**config.mk**
```make
export PLATFORM = sky130hd
export DESIGN_NAME = mqtt_fixed_header_parser_core
export DESIGN_NICKNAME = d
export VERILOG_FILES = /design/src/rtl/mqtt_fhp_pkg.sv /design/src/rtl/mqtt_fixed_header_parser_core.sv
export SDC_FILE = /design/constraint.sdc
export NUM_CORES = 1
export LEC_CHECK = 0
export BUFFER_PORTS_ARGS = -buffer_cell sky130_fd_sc_hd__buf_2
export CAP_MARGIN = 20
export CELL_PAD_IN_SITES_DETAIL_PLACEMENT = 1
export CELL_PAD_IN_SITES_GLOBAL_PLACEMENT = 1
export CORE_MARGIN = 2
export CORE_UTILIZATION = 43
export DETAILED_ROUTE_END_ITERATION = 6
export GPL_TIMING_DRIVEN = 1
export HOLD_SLACK_MARGIN = 0.03
export PLACE_DENSITY = 0.79
export REMOVE_ABC_BUFFERS = 1
export SLEW_MARGIN = 10
export SYNTH_ARGS = -nofsm -noshare
export SYNTH_HDL_FRONTEND = slang
export SYNTH_SLANG_ARGS = --single-unit
```
**constraint.sdc**
```tcl
create_clock -name clk_i -period 4.1 [get_ports clk_i]
set_input_delay 0.82 -clock clk_i [delete_from_list [all_inputs] [get_ports clk_i]]
set_output_delay 0.82 -clock clk_i [all_outputs]
set_load 0.01 [all_outputs]
```
**src/rtl/mqtt_fhp_pkg.sv**
```systemverilog
// Shared types, codes and the per-type length rule for the MQTT fixed header framer.
// No dependencies; imported by the framer core and its checker.
package mqtt_fhp_pkg;

  localparam int unsigned LenW    = 28;
  localparam int unsigned SizeW   = 29;
  localparam int unsigned CfgAddrW = 3;
  localparam int unsigned CfgDataW = 29;
  localparam int unsigned InDataW  = 16;
  localparam int unsigned OutDataW = 80;

  localparam logic [LenW-1:0] LenMax = '1;

  typedef enum logic [1:0] {
    PH_CMD  = 2'd0,
    PH_LEN  = 2'd1,
    PH_PAY  = 2'd2,
    PH_HALT = 2'd3
  } phase_e;

  typedef enum logic [1:0] {
    ROLE_CMD = 2'd0,
    ROLE_LEN = 2'd1,
    ROLE_PAY = 2'd2,
    ROLE_IGN = 2'd3
  } role_e;

  typedef enum logic [2:0] {
    ST_OK         = 3'd0,
    ST_NOTCONNECT = 3'd1,
    ST_RESERVED   = 3'd2,
    ST_MALFORMED  = 3'd3,
    ST_OVERSIZE   = 3'd4
  } status_e;

  typedef enum logic [CfgAddrW-1:0] {
    REG_PROTOCOL_V5    = 3'd0,
    REG_PEER_IS_BRIDGE = 3'd1,
    REG_CONNECT_LIMIT  = 3'd2,
    REG_SIMPLE_LIMIT   = 3'd3,
    REG_SUBSCRIBE_LIMIT = 3'd4,
    REG_AUTH_LIMIT     = 3'd5,
    REG_OVERALL_LIMIT  = 3'd6
  } reg_e;

  localparam logic [3:0] TYPE_RESERVED   = 4'h0;
  localparam logic [3:0] TYPE_CONNECT    = 4'h1;
  localparam logic [3:0] TYPE_PUBACK     = 4'h4;
  localparam logic [3:0] TYPE_PUBREC     = 4'h5;
  localparam logic [3:0] TYPE_PUBREL     = 4'h6;
  localparam logic [3:0] TYPE_PUBCOMP    = 4'h7;
  localparam logic [3:0] TYPE_SUBSCRIBE  = 4'h8;
  localparam logic [3:0] TYPE_UNSUBSCRIBE = 4'hA;
  localparam logic [3:0] TYPE_UNSUBACK   = 4'hB;
  localparam logic [3:0] TYPE_PINGREQ    = 4'hC;
  localparam logic [3:0] TYPE_PINGRESP   = 4'hD;
  localparam logic [3:0] TYPE_DISCONNECT = 4'hE;
  localparam logic [3:0] TYPE_AUTH       = 4'hF;

  typedef struct packed {
    logic            v5;
    logic [LenW-1:0] connect_lim;
    logic [LenW-1:0] simple_lim;
    logic [LenW-1:0] subscribe_lim;
    logic [LenW-1:0] auth_lim;
  } type_cfg_t;

  function automatic status_e type_check(input logic [3:0] ptype,
                                         input logic [LenW-1:0] len,
                                         input type_cfg_t cfg);
    status_e st;
    st = ST_OK;
    case (ptype)
      TYPE_CONNECT: if (len > cfg.connect_lim) st = ST_OVERSIZE;
      TYPE_PUBACK, TYPE_PUBREC, TYPE_PUBREL, TYPE_PUBCOMP, TYPE_UNSUBACK: begin
        if (cfg.v5) begin
          if (len > cfg.simple_lim) st = ST_OVERSIZE;
        end else if (len != LenW'(2)) begin
          st = ST_MALFORMED;
        end
      end
      TYPE_PINGREQ, TYPE_PINGRESP: if (len != '0) st = ST_MALFORMED;
      TYPE_DISCONNECT: begin
        if (cfg.v5) begin
          if (len > cfg.simple_lim) st = ST_OVERSIZE;
        end else if (len != '0) begin
          st = ST_MALFORMED;
        end
      end
      TYPE_SUBSCRIBE, TYPE_UNSUBSCRIBE: begin
        if (cfg.v5 && (len > cfg.subscribe_lim)) st = ST_OVERSIZE;
      end
      TYPE_AUTH: if (len > cfg.auth_lim) st = ST_OVERSIZE;
      default: st = ST_OK;
    endcase
    return st;
  endfunction

endpackage

```
**src/rtl/mqtt_fixed_header_parser_core.sv**
```systemverilog
// MQTT fixed header framer: one received byte in, one tagged byte out per beat.
// Depends on mqtt_fhp_pkg for codes, types and the per-type length rule.
//
// Usage:
//   s_axis carries one received byte per beat: tdata[7:0] rx_byte,
//   tdata[8] session_new. m_axis returns one beat for every input beat:
//   the byte, its role (tuser), the packet's command byte, the decoded
//   remaining length, the payload offset and the status; tlast marks the
//   last byte of a complete packet.
//   Each accepted byte is registered and shows on m_axis in the cycle after
//   it is accepted. Throughput is one byte per cycle while m_axis_tready
//   is high, limited by the single output register; s_axis_tready stays
//   high while the output register is empty or is being taken in the same cycle.
//   When the receiver stalls, the output beat holds and s_axis_tready drops
//   until it is taken; no beat is lost.
//   The first error is latched until reset; later bytes come out as ignored.
//   Reset returns the framer to waiting for a command byte, clears the
//   latched error and loads the register defaults. Register writes through
//   the cfg port take effect on the next byte.
module mqtt_fixed_header_parser_core
  import mqtt_fhp_pkg::*;
(
  input  logic                clk_i,
  input  logic                rst_ni,
  input  logic                cfg_we_i,
  input  logic [CfgAddrW-1:0] cfg_addr_i,
  input  logic [CfgDataW-1:0] cfg_wdata_i,
  input  logic                s_axis_tvalid,
  output logic                s_axis_tready,
  // [7:0] rx_byte, [8] session_new, [15:9] zero
  input  logic [InDataW-1:0]  s_axis_tdata,
  output logic                m_axis_tvalid,
  input  logic                m_axis_tready,
  // [7:0] data_out, [15:8] command_byte, [43:16] length_value,
  // [71:44] payload_offset, [74:72] status, [75] disconnect_request,
  // [76] disconnect_reason, [79:77] zero
  output logic [OutDataW-1:0] m_axis_tdata,
  // [1:0] byte_role
  output logic [1:0]          m_axis_tuser,
  output logic                m_axis_tlast
);

  logic             v5_q, bridge_q;
  logic [LenW-1:0]  connect_lim_q, simple_lim_q, subscribe_lim_q, auth_lim_q;
  logic [SizeW-1:0] overall_lim_q;
  type_cfg_t        type_cfg;

  phase_e           phase_q, phase_d;
  logic [7:0]       cmd_q, cmd_d;
  logic [LenW-1:0]  acc_q, acc_d, left_q, left_d, pos_q, pos_d;
  logic [2:0]       cnt_q, cnt_d;
  status_e          err_q, err_d;

  logic             out_valid_q;
  logic [OutDataW-1:0] out_data_q;
  logic [1:0]       out_role_q;
  logic             out_last_q;

  logic             accept;
  logic [7:0]       rx_byte;
  logic             session_new;
  role_e            role;
  status_e          status;
  logic [LenW-1:0]  offset, len_out, acc_add;
  logic             pkt_end, dreq, dreason;
  logic             to_len, to_pay, to_cmd;

  assign rx_byte     = s_axis_tdata[7:0];
  assign session_new = s_axis_tdata[8];
  assign s_axis_tready = !out_valid_q || m_axis_tready;
  assign accept = s_axis_tvalid && s_axis_tready;

  assign type_cfg = '{v5: v5_q, connect_lim: connect_lim_q, simple_lim: simple_lim_q,
                      subscribe_lim: subscribe_lim_q, auth_lim: auth_lim_q};

  always_ff @(posedge clk_i or negedge rst_ni) begin
    if (!rst_ni) begin
      v5_q            <= 1'b0;
      bridge_q        <= 1'b0;
      connect_lim_q   <= LenMax;
      simple_lim_q    <= LenMax;
      subscribe_lim_q <= LenMax;
      auth_lim_q      <= LenMax;
      overall_lim_q   <= '0;
    end else if (cfg_we_i) begin
      unique case (cfg_addr_i)
        REG_PROTOCOL_V5:     v5_q            <= cfg_wdata_i[0];
        REG_PEER_IS_BRIDGE:  bridge_q        <= cfg_wdata_i[0];
        REG_CONNECT_LIMIT:   connect_lim_q   <= cfg_wdata_i[LenW-1:0];
        REG_SIMPLE_LIMIT:    simple_lim_q    <= cfg_wdata_i[LenW-1:0];
        REG_SUBSCRIBE_LIMIT: subscribe_lim_q <= cfg_wdata_i[LenW-1:0];
        REG_AUTH_LIMIT:      auth_lim_q      <= cfg_wdata_i[LenW-1:0];
        REG_OVERALL_LIMIT:   overall_lim_q   <= cfg_wdata_i[SizeW-1:0];
        default: ;
      endcase
    end
  end

  // Length groups land in disjoint bit ranges, so OR-ing in acts as the add.
  always_comb begin
    case (cnt_q[1:0])
      2'd0:    acc_add = LenW'(rx_byte[6:0]);
      2'd1:    acc_add = LenW'(rx_byte[6:0]) << 7;
      2'd2:    acc_add = LenW'(rx_byte[6:0]) << 14;
      default: acc_add = LenW'(rx_byte[6:0]) << 21;
    endcase
  end

  // Byte decode: role, status and datapath updates.
  always_comb begin
    role    = ROLE_IGN;
    status  = ST_OK;
    offset  = '0;
    pkt_end = 1'b0;
    dreq    = 1'b0;
    dreason = 1'b0;
    to_len  = 1'b0;
    to_pay  = 1'b0;
    to_cmd  = 1'b0;
    cmd_d   = cmd_q;
    acc_d   = acc_q;
    cnt_d   = cnt_q;
    left_d  = left_q;
    pos_d   = pos_q;
    if (err_q != ST_OK) begin
      status = err_q;
    end else begin
      unique case (phase_q)
        PH_CMD: begin
          role  = ROLE_CMD;
          cmd_d = rx_byte;
          acc_d = '0;
          cnt_d = '0;
          if (!bridge_q && session_new && (rx_byte[7:4] != TYPE_CONNECT)) begin
            status = ST_NOTCONNECT;
          end else if (rx_byte[7:4] == TYPE_RESERVED) begin
            status = ST_RESERVED;
            dreq   = v5_q;
          end else begin
            to_len = 1'b1;
          end
        end
        PH_LEN: begin
          role = ROLE_LEN;
          if (cnt_q[2]) begin
            status = ST_MALFORMED;
          end else begin
            acc_d = acc_q | acc_add;
            cnt_d = cnt_q + 3'd1;
            if (!rx_byte[7]) begin
              status = type_check(cmd_q[7:4], acc_d, type_cfg);
              if ((status == ST_OK) && (overall_lim_q != '0)
                  && ({1'b0, acc_d} >= overall_lim_q)) begin
                status  = ST_OVERSIZE;
                dreq    = v5_q;
                dreason = v5_q;
              end
              if (status == ST_OK) begin
                if (acc_d == '0) begin
                  pkt_end = 1'b1;
                  to_cmd  = 1'b1;
                end else begin
                  left_d = acc_d;
                  pos_d  = '0;
                  to_pay = 1'b1;
                end
              end
            end
          end
        end
        PH_PAY: begin
          role   = ROLE_PAY;
          offset = pos_q;
          pos_d  = pos_q + LenW'(1);
          left_d = left_q - LenW'(1);
          if (left_q == LenW'(1)) begin
            pkt_end = 1'b1;
            to_cmd  = 1'b1;
          end
        end
        PH_HALT: status = err_q;
        default: status = err_q;
      endcase
    end
    len_out = (role == ROLE_CMD) ? '0 : acc_d;
  end

  // Next state.
  always_comb begin
    phase_d = phase_q;
    err_d   = err_q;
    if (to_len) phase_d = PH_LEN;
    if (to_pay) phase_d = PH_PAY;
    if (to_cmd) phase_d = PH_CMD;
    if ((err_q == ST_OK) && (status != ST_OK)) begin
      err_d   = status;
      phase_d = PH_HALT;
    end
  end

  always_ff @(posedge clk_i or negedge rst_ni) begin
    if (!rst_ni) begin
      phase_q <= PH_CMD;
      err_q   <= ST_OK;
      cmd_q   <= '0;
      acc_q   <= '0;
      cnt_q   <= '0;
      left_q  <= '0;
      pos_q   <= '0;
    end else if (accept) begin
      phase_q <= phase_d;
      err_q   <= err_d;
      cmd_q   <= cmd_d;
      acc_q   <= acc_d;
      cnt_q   <= cnt_d;
      left_q  <= left_d;
      pos_q   <= pos_d;
    end
  end

  always_ff @(posedge clk_i or negedge rst_ni) begin
    if (!rst_ni) begin
      out_valid_q <= 1'b0;
    end else if (accept) begin
      out_valid_q <= 1'b1;
    end else if (m_axis_tready) begin
      out_valid_q <= 1'b0;
    end
  end

  always_ff @(posedge clk_i) begin
    if (accept) begin
      out_data_q <= {3'b000, dreason, dreq, status, offset, len_out, cmd_d, rx_byte};
      out_role_q <= role;
      out_last_q <= pkt_end;
    end
  end

  assign m_axis_tvalid = out_valid_q;
  assign m_axis_tdata  = out_data_q;
  assign m_axis_tuser  = out_role_q;
  assign m_axis_tlast  = out_last_q;

endmodule

```
**After elaboration in Yosys (flattened, before gate mapping)**

Cells that the tools add are included.

- Flip-flop bits (word level): 324
- Input bits: 53
- Output and inout port bits: 85

- Add/subtract/negate cells: 3
- Order comparisons: 5
- Equal/unequal tests: 30
- Mux-type cells: 73
- Bitwise gates (word level): 4
- Reduce and logical (&&, ||, !) cells: 44

Operators by type and width:

| kind | number |
|---|---|
| 28-bit two-way mux | 10 |
| 28-bit case mux with 2 select lines | 3 |
| 28-bit > comparator | 4 |
| 28-bit case mux with 3 select lines | 1 |
| 3-bit two-way mux | 19 |
| 28-bit by 29-bit >= comparator with 1-bit output | 1 |
| 29-bit nonzero test | 1 |
| 28-bit by 1-bit adder with 28-bit output (second input constant) | 1 |
| 28-bit by 1-bit == test with 1-bit output (second input constant) | 1 |
| 4-bit == test (second input constant) | 7 |
| 28-bit zero test | 1 |
| 28-bit by 2-bit inequality test with 1-bit output (second input constant) | 1 |
| 28-bit bitwise OR | 1 |
| 28-bit nonzero test | 1 |
| 28-bit by 1-bit subtractor with 28-bit output (second input constant) | 1 |
| 1-bit two-way mux | 23 |
| 2-bit two-way mux | 9 |
| 3-bit case mux with 6 select lines | 1 |
| 2-bit AND reduction | 9 |
| 4-bit by 3-bit == test with 1-bit output (second input constant) | 4 |
| 8-bit two-way mux | 2 |
| 3-bit zero test | 4 |
| 3-bit == test (second input constant) | 3 |
| 3-bit case mux with 3 select lines | 1 |
| 25 further kinds | 50 |

**Longest topological paths before layout**

Gate-level depths: netlist of the first run.

- Word-level depth: 28
- Gate-level depth with buffers: 19
- Mapped depth without buffers: 15

**Least setup slack after synthesis of the first run**

Ideal clock, no wire load.

- Path type: input port to flip-flop
- Start point: input port s_axis_tdata[1]
- End point: register pos_q[11]
- Library setup time: 78 ps
- Arrival: 4,216 ps
- Required time: 4,022 ps
- Slack: -194 ps
- Cell stages on the path: 14
- Path buffers: 3
- Cell sequence: clkbuf_1 -> a21o_1 -> clkbuf_1 -> ha_1 -> nor2b_1 -> o211ai_1 -> a21boi_1 -> o41a_1 -> o31ai_1 -> o311ai_1 -> o32a_2 -> clkbuf_1 -> or4_1 -> a21oi_1

- Word-level cells in the longest chain between the ends: 21
- Elaborated cells on any way between the ends: 36
- Those cells by class: order compare (5); eq/ne (3); mux (19); bitwise (1); reduce/logical (8)

RTL lines:

| item | RTL line | source |
|---|---|---|
| start: declaration | mqtt_fixed_header_parser_core.sv:31 | `input logic [InDataW-1:0] s_axis_tdata,` |
| 28-bit case mux with 3 select lines (*) | mqtt_fixed_header_parser_core.sv:101 | `case (cnt_q[1:0])` |
| 28-bit bitwise OR (*) | mqtt_fixed_header_parser_core.sv:148 | `acc_d = acc_q \| acc_add;` |
| 28-bit > comparator, or another cell as far along | mqtt_fhp_pkg.sv:77, mqtt_fhp_pkg.sv:85 |  |
| 3-bit two-way mux, or another cell as far along | mqtt_fhp_pkg.sv:77, mqtt_fhp_pkg.sv:85 |  |
| 3-bit two-way mux, on equally long branches | mqtt_fhp_pkg.sv:84, mqtt_fhp_pkg.sv:76, mqtt_fhp_pkg.sv:91 |  |
| 3-bit case mux with 6 select lines | mqtt_fhp_pkg.sv:73 | `case (ptype)` |
| 3-bit two-way mux | mqtt_fixed_header_parser_core.sv:150 | `if (!rx_byte[7]) begin` |
| 3-bit two-way mux | mqtt_fixed_header_parser_core.sv:145 | `if (cnt_q[2]) begin` |
| [... 5 more ...] | - |  |
| 3-bit two-way mux | mqtt_fixed_header_parser_core.sv:152 | `if ((status == ST_OK) && (overall_lim_q != '0)` |
| 3-bit two-way mux | mqtt_fixed_header_parser_core.sv:150 |  |
| 3-bit two-way mux | mqtt_fixed_header_parser_core.sv:145 |  |
| 3-bit two-way mux | mqtt_fixed_header_parser_core.sv:128 | `unique case (phase_q)` |
| 3-bit two-way mux | mqtt_fixed_header_parser_core.sv:125 | `if (err_q != ST_OK) begin` |
| 3-bit zero test | mqtt_fixed_header_parser_core.sv:158 | `if (status == ST_OK) begin` |
| 2-bit inequality test (no source line) | - |  |
| 7-bit AND reduction (no source line) (*) | - |  |
| end signal: assignment | mqtt_fixed_header_parser_core.sv:217 | `pos_q <= pos_d;` |
| end: declaration | mqtt_fixed_header_parser_core.sv:50 | `logic [LenW-1:0] acc_q, acc_d, left_q, left_d, pos_q, pos_d;` |

Mark *: on every way between the ends. The rest lies on a longest branch, timed or not. The select of a mux whose other input is x is not followed.
A chain may end at the register's enable or synchronous reset.

**Final worst setup path of the first run**

- Start point: register cnt_q[1]
- End point: register pos_q[26]

- Word-level cells in the longest chain between the ends: 22
- Elaborated cells on any way between the ends: 39
- Those cells by class: order compare (5); eq/ne (5); mux (19); bitwise (1); reduce/logical (9)

RTL lines:

| item | RTL line | source |
|---|---|---|
| start: declaration | mqtt_fixed_header_parser_core.sv:51 | `logic [2:0] cnt_q, cnt_d;` |
| start signal: assignment | mqtt_fixed_header_parser_core.sv:215 | `cnt_q <= cnt_d;` |
| 2-bit == test, or another cell as far along | mqtt_fixed_header_parser_core.sv:101 |  |
| 28-bit case mux with 3 select lines (*) | mqtt_fixed_header_parser_core.sv:101 |  |
| 28-bit bitwise OR (*) | mqtt_fixed_header_parser_core.sv:148 |  |
| 28-bit > comparator, or another cell as far along | mqtt_fhp_pkg.sv:77, mqtt_fhp_pkg.sv:85 |  |
| 3-bit two-way mux, or another cell as far along | mqtt_fhp_pkg.sv:77, mqtt_fhp_pkg.sv:85 |  |
| 3-bit two-way mux, on equally long branches | mqtt_fhp_pkg.sv:84, mqtt_fhp_pkg.sv:76, mqtt_fhp_pkg.sv:91 |  |
| 3-bit case mux with 6 select lines | mqtt_fhp_pkg.sv:73 |  |
| 3-bit two-way mux | mqtt_fixed_header_parser_core.sv:150 |  |
| [... 6 more ...] | - |  |
| 3-bit two-way mux | mqtt_fixed_header_parser_core.sv:152 |  |
| 3-bit two-way mux | mqtt_fixed_header_parser_core.sv:150 |  |
| 3-bit two-way mux | mqtt_fixed_header_parser_core.sv:145 |  |
| 3-bit two-way mux | mqtt_fixed_header_parser_core.sv:128 |  |
| 3-bit two-way mux | mqtt_fixed_header_parser_core.sv:125 |  |
| 3-bit zero test | mqtt_fixed_header_parser_core.sv:158 |  |
| 2-bit inequality test (no source line) | - |  |
| 7-bit AND reduction (no source line) (*) | - |  |

Marked as above.

==> impl_metrics.ini, run 1 <==
[logic_synthesis]
synth_xor_xnor_area_share_pct = 0
synthFlopType = dfrtp_1
ys.warnings.count = 0
synth_compound_area_share_pct = 15.0
yosys-top-cells-area = dfrtp_1, dfstp_2, edfxtp_1
yosysMostFrequentCell = inv_1
yosysTopAreaCell = dfrtp_1
synth_top_family_by_area = simple AND/OR/NAND/NOR gates
synth_common_cells = inv_1, nand2_1, ha_1, a21oi_1, nor2_1
ys_seq_elements = 324
ys_types = 68
synth_fa_ha_area_share_pct = 10.5
synth-simple-area-share_pct = 15.3
netlist_area_um2 = 18200
synth_cells = 1838
muxShareOfSynthArea_pct = 6.23
async_reset_ff_share_pct = 75.3
avgSynthCellArea_um2 = 9.90
yosysSeqAreaShare_pct = 47.5
synth_edf_count = 80
synth_top_area_share_pct = 18.2

[timing]
worst_slack_ps = -495
finalHoldViolCount = 0
tightest_slew_ps = 951
finalMaxSlewViolations = 0
rsz0062_at_grt = yes
clock_skew_ps = 25.8
max_freq_mhz = 218
finalSetupViolCount = 60
finalCriticalPeriod_ps = 4600
fin_crit_sh_pct = 112
hold_ws_ps = 279
relSlewSlack_pct = 36.6

[clocking]
cts.clk_slew.worst_paths_ps = 60
clk_latency_ps = 580
tritoncts = yes
cts_buffer_depth = 3
cts_buffers = 39
htreeDepth = 2
cts_hold_buf = 0
clk_root_buffer_cell = clkbuf_16
cts.sinks = 324

[global_route]
global_route.peak_usage_layer = met2
grt_pass1_vias = 17449
grtUsageMet3_pct = 3.79
grt_max_degree = 102
grt_pass1_wl_mm = 98.5
grt_overflow = 0
antenna_found_initial = 0
use_met2_pct = 52.7
grtUsageTotal_pct = 28.8
grtUsageMet1_pct = 33.6

[detailed_routing]
vias_per_cell = 5.94
vias = 16035
drt_iter0_markers = 1033
drtAntennaViolNets = 0
drc = 0
drt_first_pass_iters = 5
wirelength_mm = 64.0
wl_per_cell_um = 23.7

[floorplanning]
die_w_um = 210
rows = 75
core_area_um2 = 41900
io_pins = 138
die_y_um = 210
start_util_pct = 43.5
dieArea_um2 = 44000

[critical_path]
reg2regPathDepth = 19
critPathRequiredTime_ps = 4580
critical-path-top-delay-family = compound AO/OA/AOI/OAI gates
critPathKind = register to register
endpoint_kind = register
path_max_fanout = 5
path_buf_inv = 7
r2r_slack_ps = -500
regToRegEndpoint = pos_q[26]
crit_path_start_kind = register
worst-endpoint-arrival_ps = 5080
critPathSlowestCell = or4_4
cp_cell_sequence = inv_4 > ha_4 > nor2b_4 > buf_6 > a21o_1 > clkinvlp_4 > buf_6 > ha_4 > nand4_1 > buf_4 > nor3_1 > a221oi_1 > o41ai_4 > o311ai_4 > o32a_4 > buf_12 > buf_12 > or4_4 > a21oi_2
slowest_delay_ps = 520
worstReg2RegStart = cnt_q[1]

[run_status]
status = finished with violations
violations = negative setup slack

[pwr]
vdd_ir_drop_max_uv = 370
powerDensity_nw_per_um2 = 655
p_leak_nw = 10.5

[placed_design]
dpl_cell_area_um2 = 20600
port_buffers = 127
dp_hpwl_mm = 42.9
gp_congestion = 0.883

[final_layout]
syn_to_final_growth_pct = 27.3
stdcell_area_um2 = 23200
antenna_cells = 0
drive_gt1_share_pct = 34.8
nNetsFinal = 2333

[run]
cap_violations = 0

[worst_hold_path]
hp-class = primary input to asynchronous set/reset pin
[worst register-to-register path: stages (launching register included)]
cell and delay, ps:
dfrtp_2 460, inv_4 90, ha_4 130, nor2b_4 180, buf_6 110, a21o_1 160, clkinvlp_4 190, buf_6 180
ha_4 250, nand4_1 130, buf_4 180, nor3_1 290, a221oi_1 210, o41ai_4 420, o311ai_4 200, o32a_4 380
buf_12 150, buf_12 130, or4_4 520, a21oi_2 150
[repair_timing]
action | CTS | global route
setup buffers | 21 | 12
cloned | 5 | 0
pin swaps | 63 | 37
endpoints found under the setup margin | 63 | 63
resized for setup | 151 | 77
[area by class of cell]
| class | instances | area (µm²) |
|---|---|---|
| Clock buffer | 52 | 1090 |
| Clock inverter | 20 | 189 |
| Fill cell | 4571 | 18700 |
| Inverter | 170 | 647 |
| Multi-Input combinational cell | 1259 | 9490 |
| Sequential cell | 324 | 8650 |
| Tap cell | 539 | 674 |
| Timing Repair Buffer | 334 | 2440 |
[layer usage]
metal | routed length (µm) | vias up
met4 | 2750 | 0
met3 | 3000 | 179
li1 | - | 7211
met5 | 0 | -
met2 | 33400 | 523
met1 | 24900 | 8122
[layout by cell type (no fill, tap or decap), types with 16 or more instances in the layout]
cell type / instances
nand4_1: 36
a22oi_1: 24
nor2_1: 131
o21ai_1: 25
nor4_1: 17
and3_1: 33
clkbuf_16: 40
inv_1: 163
buf_4: 178
or4_1: 16
dfrtp_1: 130
nand3_1: 40
nor3_1: 33
dfstp_2: 112
edfxtp_1: 80
buf_2: 126
mux2_2: 97
o21ai_0: 91
ha_1: 137
nand2_1: 159
a21oi_1: 118
a21o_1: 26
[worst max-delay path by stage]
stage,endpoint,cells after the start,from
floorplan,pos_q[27],13,cnt_q[0]
global placement,pos_q[9],15,s_axis_tdata[0]
detailed placement,pos_q[25],15,s_axis_tdata[0]
CTS,pos_q[27],19,cnt_q[1]
global route,pos_q[8],19,cnt_q[1]
finish,pos_q[26],19,cnt_q[1]
[where the power goes]
| group | internal [W] | switching (W) | total [W] |
|---|---|---|---|
| Combinational | 0.00294 | 0.00399 | 0.00693 |
| Sequential | 0.00417 | 0.000562 | 0.00473 |
| Clock | 0.00206 | 0.00146 | 0.00352 |
[cells by family (layout without fill, tap and decap cells)]
family	count (synthesis)	in the layout
other	1	3
adder cells (fa/ha/maj)	152	152
AND/OR/NAND/NOR	564	564
multiplexers	101	101
flip-flops	324	324
AO/OA/AOI/OAI	439	439
buffers and inverters	257	576
[flip-flops by register name, summed over array words and instances (netlist names)]
name / cells
pos_q: 28
v5_q: 1
simple_lim_q: 28
cnt_q: 3
cmd_q: 8
left_q: 28
acc_q: 28
subscribe_lim_q: 28
bridge_q: 1
err_q: 3
m_axis_tuser: 2
m_axis_tvalid: 1
phase_q: 2
m_axis_tdata: 77
connect_lim_q: 28
auth_lim_q: 28
m_axis_tlast: 1
overall_lim_q: 29
[stage by stage]
step	TNS [ps]	util, %	instances	setup WS, ps	total power, W
after floorplan	-41670	-	1753	-909	0.00783
after global placement	-32450	49.1	2591	-669	0.00995
after detailed placement	-39310	49.1	2591	-791	0.0103
after CTS	-7540	54.3	2687	-247	0.0147
after global routing	-24930	55.4	2698	-601	0.0160
final	-19170	55.4	2698	-495	0.0152
(Power assumes the default switching activity.)
==> inputs of run 2 (changes only) <==
PLACE_DENSITY = unset   (was 0.79)
PLACE_DENSITY_LB_ADDON = 0.1   (was unset)
==> run 2 against run 1 <==
The flow still finishes with violations (negative setup slack); via count is 3.3% lower; clock skew is 15 ps lower; fmax is 4.9% higher; combinational power hardly changed; sequential power hardly changed; die area stayed put; first-iteration DRC count is 23% lower; worst hold slack worse by 21 ps; non-clock buffer count is 8 lower; critical path depth stayed put; wire length is 4.9% lower; global-route usage is 1.5 points lower; largest power group unchanged.
==> impl_metrics.ini, run 2 (same netlist as run 1, synthesis figures left out) <==
[pwr]
powerDensity_nw_per_um2 = 647
p_leak_nw = 10.6
vdd_ir_drop_max_uv = 483
switching_share_pct = 38.9
power_switching_w = 0.00589
intPower_w = 0.00926
p_clk_share_pct = 23.2
pwr-share-seq_pct = 31.0
pwr-share-comb_pct = 45.7

[run]
cap_violations = 0

[timing]
clock_skew_ps = 11.1
finalCriticalPeriod_ps = 4380
relSlewSlack_pct = 33.8
max_freq_mhz = 228
finalHoldViolCount = 0
worst_slack_ps = -280
finalSetupTns_ps = -8800
finalMaxSlewViolations = 0
finalSetupViolCount = 56
rsz0062_at_grt = yes
fin_crit_sh_pct = 107
tightest_slew_ps = 993

[clocking]
cts_hold_buf = 0
cts_buffer_depth = 3
cts.sinks = 324
tritoncts = yes
clk_root_buffer_cell = clkbuf_16
clk_latency_ps = 560
cts.clk_slew.worst_paths_ps = 60
cts_buffers = 39
htreeDepth = 2

[global_route]
antenna_found_initial = 0
grtUsageTotal_pct = 27.3
grt_overflow = 0
grt_max_degree = 87
grt_pass1_vias = 16500
grt_pass1_wl_mm = 93.4

[critical_path]
cp_cell_sequence = ha_4 > buf_6 > buf_8 > a21o_1 > buf_4 > ha_1 > nand4_1 > nor4_1 > buf_4 > a221oi_1 > a21oi_1 > o31ai_2 > o311ai_4 > o32a_4 > clkbuf_16 > buf_4 > buf_6 > a22oi_2 > o21ai_1
critPathSlowestCell = o32a_4
cpMostUsedCell = buf_4
critPathKind = register to register
crit_path_start_kind = register
worst-endpoint-arrival_ps = 4810
endpoint_kind = register
critPathRequiredTime_ps = 4530
path_max_fanout = 7
slowest_delay_ps = 500

[final_layout]
seq_area_um2 = 8650
utilization_pct = 56.0
largest_reg_flops = 77
final_cell_mix = inv_1, buf_4, nand2_1
fill_cells = 4555
antenna_cells = 0
finalNonFillerCells = 2688
multiInputGateArea_um2 = 9760
nNetsFinal = 2325
layout_commonest_cell = inv_1
syn_to_final_growth_pct = 28.7
drive_gt1_share_pct = 36.2

[placed_design]
dp_cells = 2588
gp_congestion = 0.873
port_buffers = 127
dp_hpwl_mm = 42.4

[floorplanning]
io_pins = 138
die_w_um = 210
start_util_pct = 43.5
rows = 75
dieArea_um2 = 44000
die_y_um = 210
core_area_um2 = 41900

[detailed_routing]
drtAntennaViolNets = 0
drc = 0
vias = 15503
vias_per_cell = 5.77
drt_iter0_markers = 792
wl_per_cell_um = 22.6
wirelength_mm = 60.9
drt_first_pass_iters = 5

[run_status]
violations = negative setup slack
status = finished with violations

[worst_hold_path]
hp-class = primary input to asynchronous set/reset pin
[run 2: through the flow]
step	setup slack, ps	area, µm²	hold slack (ps)	total power (W)
after global routing	-392	23400	309	0.0161
after detailed placement	-954	20600	469	0.0104
after CTS	-196	22600	297	0.0145
final	-280	23400	257	0.0152
after global placement	-821	20600	453	0.0101
after floorplan	-909	17800	442	0.00783
[run 2: final timing paths]
path | from | endpoint | slack (ps) | cells past startpoint
hold reg to reg | cmd_q[0] | cmd_q[0] | 480 | 2
min in group clk_i | s_axis_tvalid | m_axis_tvalid | 470 | 2
max in group asynchronous | rst_ni | pos_q[21] | 2880 | 2
setup / recovery | cnt_q[0] | left_q[24] | -280 | 19
hold / removal | rst_ni | pos_q[12] | 260 | 1
setup reg to reg | cnt_q[0] | left_q[24] | -280 | 19
[run 2: cell type report]
class / instances / share of cell area, %
sequential: 324 / 36.9
inverter: 170 / 2.74
multi-input combinational: 1259 / 41.7
clock inverter: 16 / 0.748
tap: 539 / 2.88
clock buffer: 54 / 4.63
timing repair buffer: 326 / 10.4
[run 2: critical path: cells and delay by family (launching register included)]
kind	cells	cell delay, ps
DFF	1	450
adders and majority gates	2	510
buffers and inverters	7	1090
and+or+nand+nor	2	190
AOI/OAI and AO/OA	8	1980
[run 2: power by group through the flow]
| stage | Sequential, W | Clock, W | Combinational [W] |
|---|---|---|---|
| 6_report | 0.00470 | 0.00352 | 0.00693 |
| 5_1_grt | 0.00479 | 0.00370 | 0.00757 |
| 4_1_cts | 0.00468 | 0.00357 | 0.00628 |
| 3_5_place_dp | 0.00472 | 0 | 0.00571 |
| 3_3_place_gp | 0.00468 | 0 | 0.00544 |
| 2_1_floorplan | 0.00460 | 0 | 0.00323 |
[run 2: per-layer routing]
metal  share of wire (%)  vias to the layer above  track usage, %
li1                    -                     7183               -
met5                   0                        -               0
met1                  43                     7892            34.8
met2                  51                      324            48.4
met3                 3.6                      104            3.11
met4                 2.8                        0            8.66
[run 2: repair_timing]
action | CTS | global route
cloned | 3 | 3
resized for setup | 105 | 165
pin swaps | 30 | 60
setup endpoints to repair | 63 | 60
endpoints found under the hold margin | 0 | 0
buffers inserted | 11 | 18
